--- config.mk ---
export PLATFORM = sky130hd
export DESIGN_NAME = lru_chapter_tag_cache_unit
export DESIGN_NICKNAME = d
export VERILOG_FILES = /design/src/rtl/core/lctc_pkg.sv /design/src/rtl/core/lru_chapter_tag_cache_unit.sv /design/src/rtl/core/lctc_cell.sv
export SDC_FILE = /design/constraint.sdc
export NUM_CORES = 2
export LEC_CHECK = 0
export BUFFER_PORTS_ARGS = -buffer_cell sky130_fd_sc_hd__buf_4
export CAP_MARGIN = 10
export CORE_MARGIN = 2
export CORE_UTILIZATION = 38
export CTS_CLUSTER_DIAMETER = 120
export DETAILED_ROUTE_END_ITERATION = 8
export GPL_TIMING_DRIVEN = 0
export SLEW_MARGIN = 40
export SYNTH_ARGS = -nofsm -noshare
export SYNTH_HDL_FRONTEND = slang
export SYNTH_SLANG_ARGS = --single-unit
--- constraint.sdc ---
create_clock -name clk -period 10.6 [get_ports clk]
set_input_delay 0.53 -clock clk [delete_from_list [all_inputs] [get_ports clk]]
set_output_delay 0.53 -clock clk [all_outputs]
set_load 0.1 [all_outputs]
--- src/rtl/core/lctc_pkg.sv ---
// ----------------------------------------------------------------------------
// lctc_pkg
// Shared types and constants of the LRU chapter tag cache: the per-cell entry
// record, the control word broadcast along the cell chain, and the codes.
// ----------------------------------------------------------------------------
package lctc_pkg;

	localparam int SLOTS_DEF = 8;
	localparam int ID_W      = 8;
	localparam int CNT_PW    = 9;
	localparam int CH_W      = 64;
	localparam int MISS_W    = 17;
	localparam int LIMIT_W   = 16;

	localparam logic [LIMIT_W-1:0] SKIP_LIMIT_RESET = 16'd20000;
	localparam logic [MISS_W-1:0]  MISS_MAX         = '1;
	localparam logic [CH_W-1:0]    EMPTY_CHAPTER    = '1;

	typedef enum logic [1:0] {
		KIND_PROBE,
		KIND_UPDATE,
		KIND_HIT_RPT,
		KIND_MISS_RPT
	} kind_t;

	typedef enum logic [1:0] {
		KEY_ACTIVE,
		KEY_SKIP,
		KEY_DEAD,
		KEY_OUT
	} key_t;

	typedef enum logic [1:0] {
		REP_NONE,
		REP_DEAD,
		REP_EVICT,
		REP_STALE
	} rep_t;

	typedef enum logic [2:0] {
		M_HOLD,
		M_FRONT,
		M_WRITE,
		M_KEY,
		M_SORT
	} mode_t;

	typedef enum logic [2:0] {
		ST_IDLE,
		ST_FIND,
		ST_ACT,
		ST_KEY,
		ST_SORT,
		ST_CNT,
		ST_FILL,
		ST_DONE
	} state_t;

	typedef struct packed {
		logic [ID_W-1:0]   id;
		logic [CH_W-1:0]   chap;
		logic              skip;
		logic [MISS_W-1:0] miss;
		key_t              key;
	} rec_t;

	typedef struct packed {
		mode_t             mode;
		logic              phase;
		logic [ID_W-1:0]   pos;
		logic [CNT_PW-1:0] live;
		logic [CH_W-1:0]   oldest;
	} ctrl_t;

endpackage

--- src/rtl/core/lru_chapter_tag_cache_unit.sv ---
// ----------------------------------------------------------------------------
// lru_chapter_tag_cache_unit
// Fully associative LRU tag store of chapter numbers built as a chain of
// position cells, with probe, update-with-purge and search report words.
// ----------------------------------------------------------------------------
// One word is worked at a time. A probe or report goes from acceptance to
// result through accept, match across all cells, act and deliver. An
// update that misses keys every cell, runs a stable purge as an odd-even
// transposition sort along the cell chain, SLOTS rounds, then counts and
// fills when the chapter is valid. No clearing pass after reset.
module lru_chapter_tag_cache_unit #(
	parameter int SLOTS = lctc_pkg::SLOTS_DEF
) (
	input  logic        clk,
	input  logic        arst_n,
	input  logic        cfg_we,
	input  logic [15:0] cfg_wdata,
	input  logic        in_valid,
	output logic        in_ready,
	input  logic [1:0]  kind,
	input  logic [63:0] chapter,
	input  logic [63:0] oldest_chapter,
	output logic        out_valid,
	input  logic        out_ready,
	output logic        found,
	output logic [2:0]  slot,
	output logic [1:0]  replaced,
	output logic        skip_flag,
	output logic [3:0]  live_count
);

	localparam int IW    = (SLOTS > 1) ? $clog2(SLOTS) : 1;
	localparam int CNT_W = $clog2(SLOTS + 1);
	localparam logic [CNT_W-1:0]          SLOTS_C = CNT_W'(SLOTS);
	localparam logic [lctc_pkg::ID_W-1:0] LAST_P  = lctc_pkg::ID_W'(SLOTS - 1);

	lctc_pkg::state_t state_q, state_nxt;
	lctc_pkg::rec_t   rec [SLOTS];
	lctc_pkg::ctrl_t  ctrl;
	lctc_pkg::rec_t   bus;
	lctc_pkg::rec_t   sel;
	lctc_pkg::rec_t   last;

	logic [15:0]              limit_q;
	lctc_pkg::kind_t          kind_q;
	logic [63:0]              chap_q;
	logic [63:0]              old_q;
	logic [CNT_W-1:0]         live_q;
	logic [CNT_W-1:0]         rnd_q;
	logic                     hit_q;
	logic [lctc_pkg::ID_W-1:0] pos_q;

	logic                     res_found_q;
	logic [2:0]               res_slot_q;
	lctc_pkg::rep_t           res_rep_q;
	logic                     res_skip_q;

	logic                     out_valid_q;
	logic                     found_q;
	logic [2:0]               slot_q;
	logic [1:0]               replaced_q;
	logic                     skip_q;
	logic [3:0]               live_out_q;

	logic                     hit_c;
	logic [lctc_pkg::ID_W-1:0] pos_c;
	logic [CNT_W-1:0]         cnt_c;
	logic [lctc_pkg::MISS_W-1:0] miss_inc;
	logic                     deliver;
	logic                     can_fill;

	for (genvar i = 0; i < SLOTS; i++) begin : g_cell
		lctc_cell #(
			.IDX  (i),
			.LAST (SLOTS - 1)
		) u_cell (
			.clk    (clk),
			.arst_n (arst_n),
			.ctrl   (ctrl),
			.left   (rec[(i + SLOTS - 1) % SLOTS]),
			.right  (rec[(i + 1) % SLOTS]),
			.bus    (bus),
			.rec    (rec[i])
		);
	end

	assign sel  = rec[pos_q[IW-1:0]];
	assign last = rec[SLOTS-1];
	assign in_ready = (state_q == lctc_pkg::ST_IDLE);
	assign deliver  = (state_q == lctc_pkg::ST_DONE) && (!out_valid_q || out_ready);
	assign can_fill = (chap_q != lctc_pkg::EMPTY_CHAPTER) && (chap_q >= old_q);
	assign miss_inc = (sel.miss == lctc_pkg::MISS_MAX) ? sel.miss : sel.miss + 1'b1;

	always_comb begin
		hit_c = 1'b0;
		pos_c = '0;
		for (int i = SLOTS - 1; i >= 0; i--) begin
			if ((CNT_W'(i) < live_q) && (rec[i].chap == chap_q)
					&& (chap_q != lctc_pkg::EMPTY_CHAPTER)) begin
				hit_c = 1'b1;
				pos_c = lctc_pkg::ID_W'(i);
			end
		end
	end

	always_comb begin
		cnt_c = '0;
		for (int i = 0; i < SLOTS; i++) begin
			if ((rec[i].key == lctc_pkg::KEY_ACTIVE) || (rec[i].key == lctc_pkg::KEY_SKIP)) begin
				cnt_c = cnt_c + 1'b1;
			end
		end
	end

	always_comb begin
		state_nxt   = state_q;
		ctrl.mode   = lctc_pkg::M_HOLD;
		ctrl.phase  = rnd_q[0];
		ctrl.pos    = pos_q;
		ctrl.live   = lctc_pkg::CNT_PW'(live_q);
		ctrl.oldest = old_q;
		bus         = sel;
		unique case (state_q)
			lctc_pkg::ST_IDLE: begin
				if (in_valid) begin
					state_nxt = lctc_pkg::ST_FIND;
				end
			end
			lctc_pkg::ST_FIND: begin
				state_nxt = lctc_pkg::ST_ACT;
			end
			lctc_pkg::ST_ACT: begin
				state_nxt = lctc_pkg::ST_DONE;
				if (hit_q) begin
					unique case (kind_q)
						lctc_pkg::KIND_PROBE, lctc_pkg::KIND_UPDATE: begin
							ctrl.mode = lctc_pkg::M_FRONT;
							bus.skip  = 1'b0;
						end
						lctc_pkg::KIND_HIT_RPT: begin
							if (sel.chap >= old_q) begin
								ctrl.mode = lctc_pkg::M_FRONT;
								bus.skip  = 1'b0;
								bus.miss  = '0;
							end
						end
						lctc_pkg::KIND_MISS_RPT: begin
							ctrl.mode = lctc_pkg::M_WRITE;
							bus.miss  = miss_inc;
							bus.skip  = sel.skip | (miss_inc > {1'b0, limit_q});
						end
						default: begin
						end
					endcase
				end else if (kind_q == lctc_pkg::KIND_UPDATE) begin
					state_nxt = lctc_pkg::ST_KEY;
				end
			end
			lctc_pkg::ST_KEY: begin
				ctrl.mode = lctc_pkg::M_KEY;
				state_nxt = lctc_pkg::ST_SORT;
			end
			lctc_pkg::ST_SORT: begin
				ctrl.mode = lctc_pkg::M_SORT;
				if (rnd_q == SLOTS_C - 1'b1) begin
					state_nxt = lctc_pkg::ST_CNT;
				end
			end
			lctc_pkg::ST_CNT: begin
				state_nxt = can_fill ? lctc_pkg::ST_FILL : lctc_pkg::ST_DONE;
			end
			lctc_pkg::ST_FILL: begin
				ctrl.mode = lctc_pkg::M_FRONT;
				ctrl.pos  = LAST_P;
				bus       = last;
				bus.chap  = chap_q;
				bus.skip  = 1'b0;
				bus.miss  = '0;
				state_nxt = lctc_pkg::ST_DONE;
			end
			lctc_pkg::ST_DONE: begin
				if (deliver) begin
					state_nxt = lctc_pkg::ST_IDLE;
				end
			end
			default: begin
				state_nxt = lctc_pkg::ST_IDLE;
			end
		endcase
	end

	always_ff @(posedge clk or negedge arst_n) begin
		if (!arst_n) begin
			state_q <= lctc_pkg::ST_IDLE;
		end else begin
			state_q <= state_nxt;
		end
	end

	always_ff @(posedge clk or negedge arst_n) begin
		if (!arst_n) begin
			limit_q <= lctc_pkg::SKIP_LIMIT_RESET;
		end else if (cfg_we) begin
			limit_q <= cfg_wdata;
		end
	end

	always_ff @(posedge clk or negedge arst_n) begin
		if (!arst_n) begin
			live_q <= '0;
			rnd_q  <= '0;
			hit_q  <= 1'b0;
		end else begin
			unique case (state_q)
				lctc_pkg::ST_FIND: begin
					hit_q <= hit_c;
				end
				lctc_pkg::ST_KEY: begin
					rnd_q <= '0;
				end
				lctc_pkg::ST_SORT: begin
					rnd_q <= rnd_q + 1'b1;
				end
				lctc_pkg::ST_CNT: begin
					live_q <= cnt_c;
				end
				lctc_pkg::ST_FILL: begin
					if (live_q != SLOTS_C) begin
						live_q <= live_q + 1'b1;
					end
				end
				default: begin
				end
			endcase
		end
	end

	always_ff @(posedge clk) begin
		if (in_valid && in_ready) begin
			kind_q <= lctc_pkg::kind_t'(kind);
			chap_q <= chapter;
			old_q  <= oldest_chapter;
		end
		if (state_q == lctc_pkg::ST_FIND) begin
			pos_q <= pos_c;
		end
		if (state_q == lctc_pkg::ST_ACT) begin
			res_found_q <= hit_q;
			res_slot_q  <= hit_q ? sel.id[2:0] : 3'd0;
			res_rep_q   <= lctc_pkg::REP_NONE;
			res_skip_q  <= 1'b0;
			if (hit_q && (kind_q == lctc_pkg::KIND_HIT_RPT) && (sel.chap < old_q)) begin
				res_skip_q <= sel.skip;
			end
			if (hit_q && (kind_q == lctc_pkg::KIND_MISS_RPT)) begin
				res_skip_q <= sel.skip | (miss_inc > {1'b0, limit_q});
			end
		end
		if (state_q == lctc_pkg::ST_FILL) begin
			res_slot_q <= last.id[2:0];
			if (last.chap == lctc_pkg::EMPTY_CHAPTER) begin
				res_rep_q <= lctc_pkg::REP_DEAD;
			end else if (last.chap < old_q) begin
				res_rep_q <= lctc_pkg::REP_STALE;
			end else begin
				res_rep_q <= lctc_pkg::REP_EVICT;
			end
		end
		if (deliver) begin
			found_q    <= res_found_q;
			slot_q     <= res_slot_q;
			replaced_q <= res_rep_q;
			skip_q     <= res_skip_q;
			live_out_q <= 4'(live_q);
		end
	end

	always_ff @(posedge clk or negedge arst_n) begin
		if (!arst_n) begin
			out_valid_q <= 1'b0;
		end else if (deliver) begin
			out_valid_q <= 1'b1;
		end else if (out_ready) begin
			out_valid_q <= 1'b0;
		end
	end

	assign out_valid  = out_valid_q;
	assign found      = found_q;
	assign slot       = slot_q;
	assign replaced   = replaced_q;
	assign skip_flag  = skip_q;
	assign live_count = live_out_q;

	a_live_bound: assert property (@(posedge clk) disable iff (!arst_n)
		live_q <= SLOTS_C)
		else $error("live count above slot count");

	a_sort_rounds: assert property (@(posedge clk) disable iff (!arst_n)
		(state_q == lctc_pkg::ST_SORT) |-> (rnd_q < SLOTS_C))
		else $error("purge sort ran past its rounds");

	a_hit_match: assert property (@(posedge clk) disable iff (!arst_n)
		(state_q == lctc_pkg::ST_ACT && hit_q) |-> (sel.chap == chap_q))
		else $error("hit position does not hold the chapter");

	a_fill_done: assert property (@(posedge clk) disable iff (!arst_n)
		(state_q == lctc_pkg::ST_FILL) |=> (state_q == lctc_pkg::ST_DONE))
		else $error("fill did not go to delivery");

endmodule

--- src/rtl/core/lctc_cell.sv ---
// ----------------------------------------------------------------------------
// lctc_cell
// One search position: holds an entry record and trades it with its
// neighbors for move-to-front, in-place writes, purge keying and odd-even sorting.
// ----------------------------------------------------------------------------
module lctc_cell #(
	parameter int IDX  = 0,
	parameter int LAST = 0
) (
	input  logic           clk,
	input  logic           arst_n,
	input  lctc_pkg::ctrl_t ctrl,
	input  lctc_pkg::rec_t  left,
	input  lctc_pkg::rec_t  right,
	input  lctc_pkg::rec_t  bus,
	output lctc_pkg::rec_t  rec
);

	localparam logic PAR       = 1'(IDX % 2);
	localparam logic HAS_RIGHT = (IDX < LAST);
	localparam logic HAS_LEFT  = (IDX > 0);
	localparam logic [lctc_pkg::ID_W-1:0]   MY_POS = lctc_pkg::ID_W'(IDX);
	localparam logic [lctc_pkg::CNT_PW-1:0] MY_CNT = lctc_pkg::CNT_PW'(IDX);

	lctc_pkg::rec_t rec_q;
	lctc_pkg::rec_t nxt;
	logic           dead;

	assign rec  = rec_q;
	assign dead = (rec_q.chap < ctrl.oldest) || (rec_q.chap == lctc_pkg::EMPTY_CHAPTER);

	always_comb begin
		nxt = rec_q;
		unique case (ctrl.mode)
			lctc_pkg::M_HOLD: begin
			end
			lctc_pkg::M_FRONT: begin
				if (IDX == 0) begin
					nxt = bus;
				end else if (MY_POS <= ctrl.pos) begin
					nxt = left;
				end
			end
			lctc_pkg::M_WRITE: begin
				if (MY_POS == ctrl.pos) begin
					nxt = bus;
				end
			end
			lctc_pkg::M_KEY: begin
				if (MY_CNT >= ctrl.live) begin
					nxt.key = lctc_pkg::KEY_OUT;
				end else if (dead) begin
					nxt.key = lctc_pkg::KEY_DEAD;
				end else if (rec_q.skip) begin
					nxt.key = lctc_pkg::KEY_SKIP;
				end else begin
					nxt.key = lctc_pkg::KEY_ACTIVE;
				end
			end
			lctc_pkg::M_SORT: begin
				if (PAR == ctrl.phase) begin
					if (HAS_RIGHT && (rec_q.key > right.key)) begin
						nxt = right;
					end
				end else begin
					if (HAS_LEFT && (left.key > rec_q.key)) begin
						nxt = left;
					end
				end
			end
			default: begin
			end
		endcase
	end

	always_ff @(posedge clk or negedge arst_n) begin
		if (!arst_n) begin
			rec_q.id   <= lctc_pkg::ID_W'(IDX);
			rec_q.chap <= lctc_pkg::EMPTY_CHAPTER;
			rec_q.skip <= 1'b0;
			rec_q.miss <= '0;
			rec_q.key  <= lctc_pkg::KEY_OUT;
		end else begin
			rec_q <= nxt;
		end
	end

endmodule
* After elaboration in Yosys (flattened, before gate mapping)
Cells that the tools add are included.
Word-level totals: input bits 151, register bits after elaboration 921, output and inout bits 13, word-level logic and storage cells 411
Cells by class: equality and inequality tests 78, add/subtract/negate cells 10, magnitude comparators 43, reduce and logical (&&, ||, !) cells 79, muxes and demuxes 137, bitwise gates (word level) 2
Operators with widths (count):
- $mux W92 | 39
- $pmux W90 S3 | 8
- $lt A64 B64 Y1 | 9
- $eq A64 B64 Y1 | 8
- $eq A64 B64 Y1 const B | 8
- $bmux W92 S3 | 1
- $ge A64 B64 Y1 | 2
- $mux W72 | 1
- $reduce_and A5 Y1 | 14
- $ne A64 B64 Y1 const B | 1
- $pmux W2 S4 | 8
- $mux W2 | 22
- $mux W3 | 13
- $add A4 B1 Y4 const B | 9
- $mux W18 | 2
- $pmux W18 S2 | 1
- $ne A2 B1 Y1 const B | 17
- $pmux W17 S2 | 1
- $eq A3 B8 Y1 const A | 4
- $le A3 B8 Y1 const A | 4
- $mux W4 | 8
- $mux W1 | 25
- $pmux W3 S8 | 1
- $logic_and A1 B1 Y1 | 22
- 46 further kinds | 121

* Depth between registers and ports, before layout
depth in word-level cells 18, depth in mapped cells 23, mapped depth without buffers 20

* Cells and area by module
From an unflattened synthesis, not the netlist that was laid out.
Second synthesis, totals: cell total of the unflattened synthesis 8212, area, all modules 75681.3 um^2
Modules (own cells, without submodules):
- lru_chapter_tag_cache_unit | area an instance 24601.1 um^2, sequential area each 5266.3 um^2, cells an instance 2526, times used 1
- lctc_cell at g_cell[6].u_cell | area an instance 6493.7 um^2, sequential area each 2387.3 um^2, cells an instance 727, times used 1
- lctc_cell at g_cell[1].u_cell | area an instance 6475.0 um^2, sequential area each 2386.0 um^2, cells an instance 724, times used 1
- lctc_cell at g_cell[3].u_cell | area an instance 6475.0 um^2, sequential area each 2387.3 um^2, cells an instance 716, times used 1
- lctc_cell at g_cell[5].u_cell | area an instance 6475.0 um^2, sequential area each 2387.3 um^2, cells an instance 727, times used 1
- lctc_cell at g_cell[2].u_cell | area an instance 6447.4 um^2, sequential area each 2386.0 um^2, cells an instance 719, times used 1
- lctc_cell at g_cell[4].u_cell | area an instance 6376.1 um^2, sequential area each 2386.0 um^2, cells an instance 718, times used 1
- lctc_cell at g_cell[7].u_cell | area an instance 6195.9 um^2, sequential area each 2388.5 um^2, cells an instance 678, times used 1
- lctc_cell at g_cell[0].u_cell | area an instance 6142.1 um^2, sequential area each 2384.8 um^2, cells an instance 677, times used 1

* Worst setup path before layout
OpenSTA, ideal clock, no wires.
path kind reg2reg, start point register state_q[1], end point register chap_q[0], enable pin, data arrival time 5.572 ns, stages on the path, launching flop included 6, library setup time 0.502 ns, path slack 4.525 ns, period minus slack after synthesis 6.075 ns, cells stage by stage dfrtp_1 -> inv_1 -> ha_1 -> clkbuf_1 -> nor2b_1 -> and2_1
On the way: cells in the longest elaborated chain, start to end 2
RTL lines:
- from (decl) | line lru_chapter_tag_cache_unit.sv:37 | lctc_pkg::state_t state_q, state_nxt;
- from (signal assigned) | line lru_chapter_tag_cache_unit.sv:194 | state_q <= lctc_pkg::ST_IDLE;
- from (signal assigned) | line lru_chapter_tag_cache_unit.sv:196 | state_q <= state_nxt;
- $logic_not A3 Y1 | line lru_chapter_tag_cache_unit.sv:89 | assign in_ready = (state_q == lctc_pkg::ST_IDLE);
- named net in_ready | line lru_chapter_tag_cache_unit.sv:19 | output logic in_ready,
- $logic_and A1 B1 Y1 | line lru_chapter_tag_cache_unit.sv:239 | if (in_valid && in_ready) begin
- to (signal assigned) | line lru_chapter_tag_cache_unit.sv:241 | chap_q <= chapter;
- to (decl) | line lru_chapter_tag_cache_unit.sv:46 | logic [63:0] chap_q;
The timed path passes the listed nets, and every way through them passes these cells. A chain may end at the register's enable or synchronous reset.

* Worst setup path after layout
start point register pos_q[1] (netlist bit), end point register g_cell[1].u_cell.rec_q, in the netlist g_cell[1].u_cell.rec[17]
On the way: cells in the longest elaborated chain, start to end 12
RTL lines:
- from (decl) | line lru_chapter_tag_cache_unit.sv:51 | logic [lctc_pkg::ID_W-1:0] pos_q;
- from (signal assigned) | line lru_chapter_tag_cache_unit.sv:245 | pos_q <= pos_c;
- $not A3 Y4 (implied by the code) | line lru_chapter_tag_cache_unit.sv:87 | assign sel = rec[pos_q[IW-1:0]];
- $bmux W92 S3 | line lru_chapter_tag_cache_unit.sv:87
- $mux W92 (implied by the code) (2 in series) | line lru_chapter_tag_cache_unit.sv:87
- $ge A64 B64 Y1 | line lru_chapter_tag_cache_unit.sv:141 | if (sel.chap >= old_q) begin
- $mux W1 | line lru_chapter_tag_cache_unit.sv:141
- $pmux W3 S3 | line lru_chapter_tag_cache_unit.sv:135 | unique case (kind_q)
- $mux W3 | line lru_chapter_tag_cache_unit.sv:134 | if (hit_q) begin
- $pmux W3 S4 | line lru_chapter_tag_cache_unit.sv:123 | unique case (state_q)
- $eq A3 B3 Y1 (tied with other cells) | line lctc_cell.sv:34 | unique case (ctrl.mode)
- $ne A3 B2 Y1 (no source line) (tied with other cells)
- $reduce_and A5 Y1 (no source line)
- to (signal assigned) | line lctc_cell.sv:84 | rec_q <= nxt;
- to (decl) | line lctc_cell.sv:25 | lctc_pkg::rec_t rec_q;
Parallel ways exist; a longest one is shown, timed or not. The select of a mux whose other input is x is not followed.

==> results.md <==
- CP peak stage delay: approximately 0.89 ns
- Vias in the first global route: between 60,000 and 70,000
- Post-CTS sizing: 0
- Max Buffers Root-to-Sink: 3
- Status: complete, no violations
- Worst endpoint required time: roughly 11 ns
- EDFF count, synth: 151
- Worst Tran Pin Value: 1.05 ns
- Internal reg-to-reg setup slack: ~0.86 ns
- RSZ-0062 raised after global routing: false
- Most frequent cells in the layout: 775 x a21oi_1, 678 x ha_1, 545 x dfstp_2, 506 x nor2_1, 358 x nand2_1
- Final setup margin: between 0.8 and 0.9 ns
- Hold Crit Class: input pin to register
- Fraction of the cycle the final worst path needs: between 90 and 100%
- Layout cells sized above 1: about 23%
- Horiz. Die Dim: 429 um
- Global route overflow: 0
- Final nets: about 8,300
- Final HPWL DP: 368,000 um
- Final setup viols: 0
- P per Cell Area: 387 mW/mm2
- Netlist cell types: between 90 and 100
- R2r endpoint: g_cell[1].u_cell.rec[17]$_DFFE_PN0P_
- Setup crit start: pos_q[1]$_SDFFCE_PP0P_
- Die area: ~0.18 mm2
- DRC: 0
- Port Buffers: about 160
- Largest net degree at the start of global routing: about 110
- Yosys top cell area share: a little over a fifth
- Initial antenna violation count: between 70 and 80
- Crit end category: register
- Top post-synthesis cells by area: dfstp_2 21%, ha_1 12%, edfxtp_1 6.6%
- Max Fanout on Critical Path: 16
- CTS tree: yes
- Global-route wire length before repair: about 600,000 um
- Initial Utilization: between 30% and 40%
- Prevailing post-synth register cell: dfstp_2
- Worst slack, placed: between 1.5 and 2 ns
- Root buf cell: clkbuf_16
- Ys Warns: 0
- Arr. time, crit path: between 10 and 15 ns
- Netlist Area Pre-Place: between 0.06 and 0.07 mm2
- Worst skew pair latency: 0.86 ns
- Post-CTS Setup Inserts: 0
- Net Count, Synth: about 7,800
- WL final: 465,000 um
- Final ANT Viol Nets: 0
- Slew headroom: between 20% and 30%
- Mean Syn Cell Area: 9.86 um2
- Maxcap violations: 0
- Initial DRC Count: roughly 11,000
- Most used cell along the critical path: buf_2
- Pre-antenna DRT Iters: 8
- Drt via density: 7.22
- Core area: roughly 0.18 mm2
- Vias: a little over 70,000
- Clk sink count: approximately 900
- Max H-tree Level: 3
- Max Clock Skew: between 0.04 and 0.05 ns
- Clock-pin transition on the worst setup and hold timing paths: approximately 0.07 ns
- Post-synth ARST share: between 80 and 90%
- GPL Wtd Cong: around 1.1
- Hold wc startpoint: out_ready
- Slew Limit Fails: 0
- Hold Path End: out_valid$_DFFE_PN0P_
- Kind of critical path: register to register
- Worst reg2reg path depth: 21
- Wirelength per Cell: ~47 um
- Sequential share of the synthesized area: about a third
- Total GRT Usage: between 40 and 50%
- Cell taking the most area after synthesis: dfstp_2
- Crit Reg-Reg Startpoint: pos_q[1]$_SDFFCE_PP0P_
- Lkg Pwr: between 0.03 and 0.04 uW
- Hold Path Depth: 3
- Tmin final: between 9 and 10 ns
- FF+latch count, synth: between 800 and 900
- Io pins: between 150 and 200
- Total CTS buffers: between 100 and 150
- Total power: 31,000 uW
- Crit path launch type: register
- Critical path's slowest cell: nor4_2
- Cell Rows: 155
- Die Y: around 430 um
- Cells after Synth: just under 7,000
- Commonest non-fill, non-tap cell in the layout: a21oi_1
- Maximum vdd drop: around 0.28 mV
- Fin. Hold Viols: 0
- CP Cell Sequence: buf_6 -> buf_6 -> buf_2 -> clkbuf_2 -> buf_16 -> buf_1 -> mux4_2 -> mux2_2 -> ha_1 -> nand4_1 -> or3_1 -> nor4_2 -> a211o_2 -> o21ai_2 -> a31o_2 -> nand2_2 -> and2_1 -> clkbuf_1 -> buf_2 -> buf_2 -> a21oi_1
- Highest Clock Rate: around 100 MHz
- Hold buffer count at CTS: about 150
- Layout area overhead: 17.0%
cells by family after synthesis:
kind of cell / share of synthesized area, %
buffers and inverters: 3.75
flip-flops: 34.1
multiplexers: 11.3
XOR/XNOR: 6.39
adder cells (fa/ha/maj): 12.4
AO/OA/AOI/OAI: 20.1
AND/OR/NAND/NOR: 12.1
metrics by stage:
stage | std cells | utilization [%] | instance area, um2 | hold slack, ns | setup TNS [ns]
2_1_floorplan | 6956 | - | 68600 | 0.234 | 0
3_3_place_gp | 9474 | 40.7 | 72700 | 0.406 | -992.54
3_5_place_dp | 9546 | 41.8 | 74700 | 0.407 | 0
4_1_cts | 9904 | 44.7 | 80000 | 0.00930 | 0
5_1_grt | 9921 | 44.8 | 80100 | 0.0160 | 0
6_report | 9986 | 44.9 | 80300 | 0.0107 | 0
layout make-up:
cell class,instances,area (um2)
antenna,81,203
buffer,449,2100
clock buffer,151,3090
clock inverter,59,639
fill,17272,98600
inverter,180,676
multi-input combinational,5451,43400
sequential,876,23400
tap,2355,2950
timing repair buffer,384,3890
synthesized netlist by cell type, drive strengths merged (9+ instances only):
| library cell | number |
|---|---|
| a2111oi | 17 |
| a211o | 11 |
| a211oi | 34 |
| a21o | 156 |
| a21oi | 781 |
| a221o | 144 |
| a221oi | 337 |
| a22o | 9 |
| a22oi | 9 |
| a31oi | 45 |
| a41oi | 23 |
| and2 | 16 |
| and3 | 39 |
| and4 | 19 |
| buf | 120 |
| clkbuf | 329 |
| dfrtp | 180 |
| dfstp | 545 |
| edfxtp | 151 |
| ha | 678 |
| inv | 180 |
| mux2 | 236 |
| mux2i | 107 |
| mux4 | 174 |
| nand2 | 359 |
| nand2b | 29 |
| nand3 | 110 |
| nand4 | 343 |
| nor2 | 515 |
| nor2b | 38 |
| nor3 | 63 |
| nor4 | 116 |
| o211ai | 35 |
| o21a | 27 |
| o21ai | 321 |
| o221ai | 17 |
| o22ai | 22 |
| o2bb2ai | 13 |
| o31ai | 12 |
| or3 | 9 |
| xnor2 | 279 |
| xor2 | 221 |
per-layer routing:
metal / wire length, um / global-route usage, % / share of wire (%)
met2: 191000 / 70.4 / 41
met3: 60200 / 19.3 / 13
met4: 38700 / 33.4 / 8.3
met1: 175000 / 60.3 / 38
met5: 246 / 0 / 0.053
sequential cells by signal, indices dropped and copies added, names as in the netlist:
name and flops:
replaced 2, live_count 4, live_q 4, chap_q 64, old_q 64, slot 3, limit_q 16, res_skip_q 1
kind_q 2, pos_q 3, state_q 3, skip_flag 1, res_found_q 1, g_cell.u_cell.rec 696, found 1, rnd_q 4
res_slot_q 3, hit_q 1, res_rep_q 2, out_valid 1
critical path: cells and delay by family, from the launching register on:
family,cells,cell delay (ns)
buffers and inverters,9,4.05
muxes,2,0.80
DFF,1,0.44
adders and majority gates,1,0.32
and+or+nand+nor,5,2.61
AOI/OAI and AO/OA,4,1.22
power breakdown:
group          internal, uW  switching [uW]  total, uW
clock                  2230            1780       4000
sequential             5870            5020      10900
combinational          6200            9940      16100
worst max-delay path by stage:
stage,end,cells past startpoint
2_1_floorplan,chap_q[0]$_DFFE_PP_,5
3_3_place_gp,g_cell[7].u_cell.rec[46]$_DFFE_PN1P_,18
3_5_place_dp,g_cell[3].u_cell.rec[13]$_DFFE_PN0P_,20
4_1_cts,g_cell[1].u_cell.rec[17]$_DFFE_PN0P_,21
5_1_grt,g_cell[1].u_cell.rec[17]$_DFFE_PN0P_,21
6_report,g_cell[1].u_cell.rec[17]$_DFFE_PN0P_,21
No activity file was read; power rests on OpenSTA's default activity.
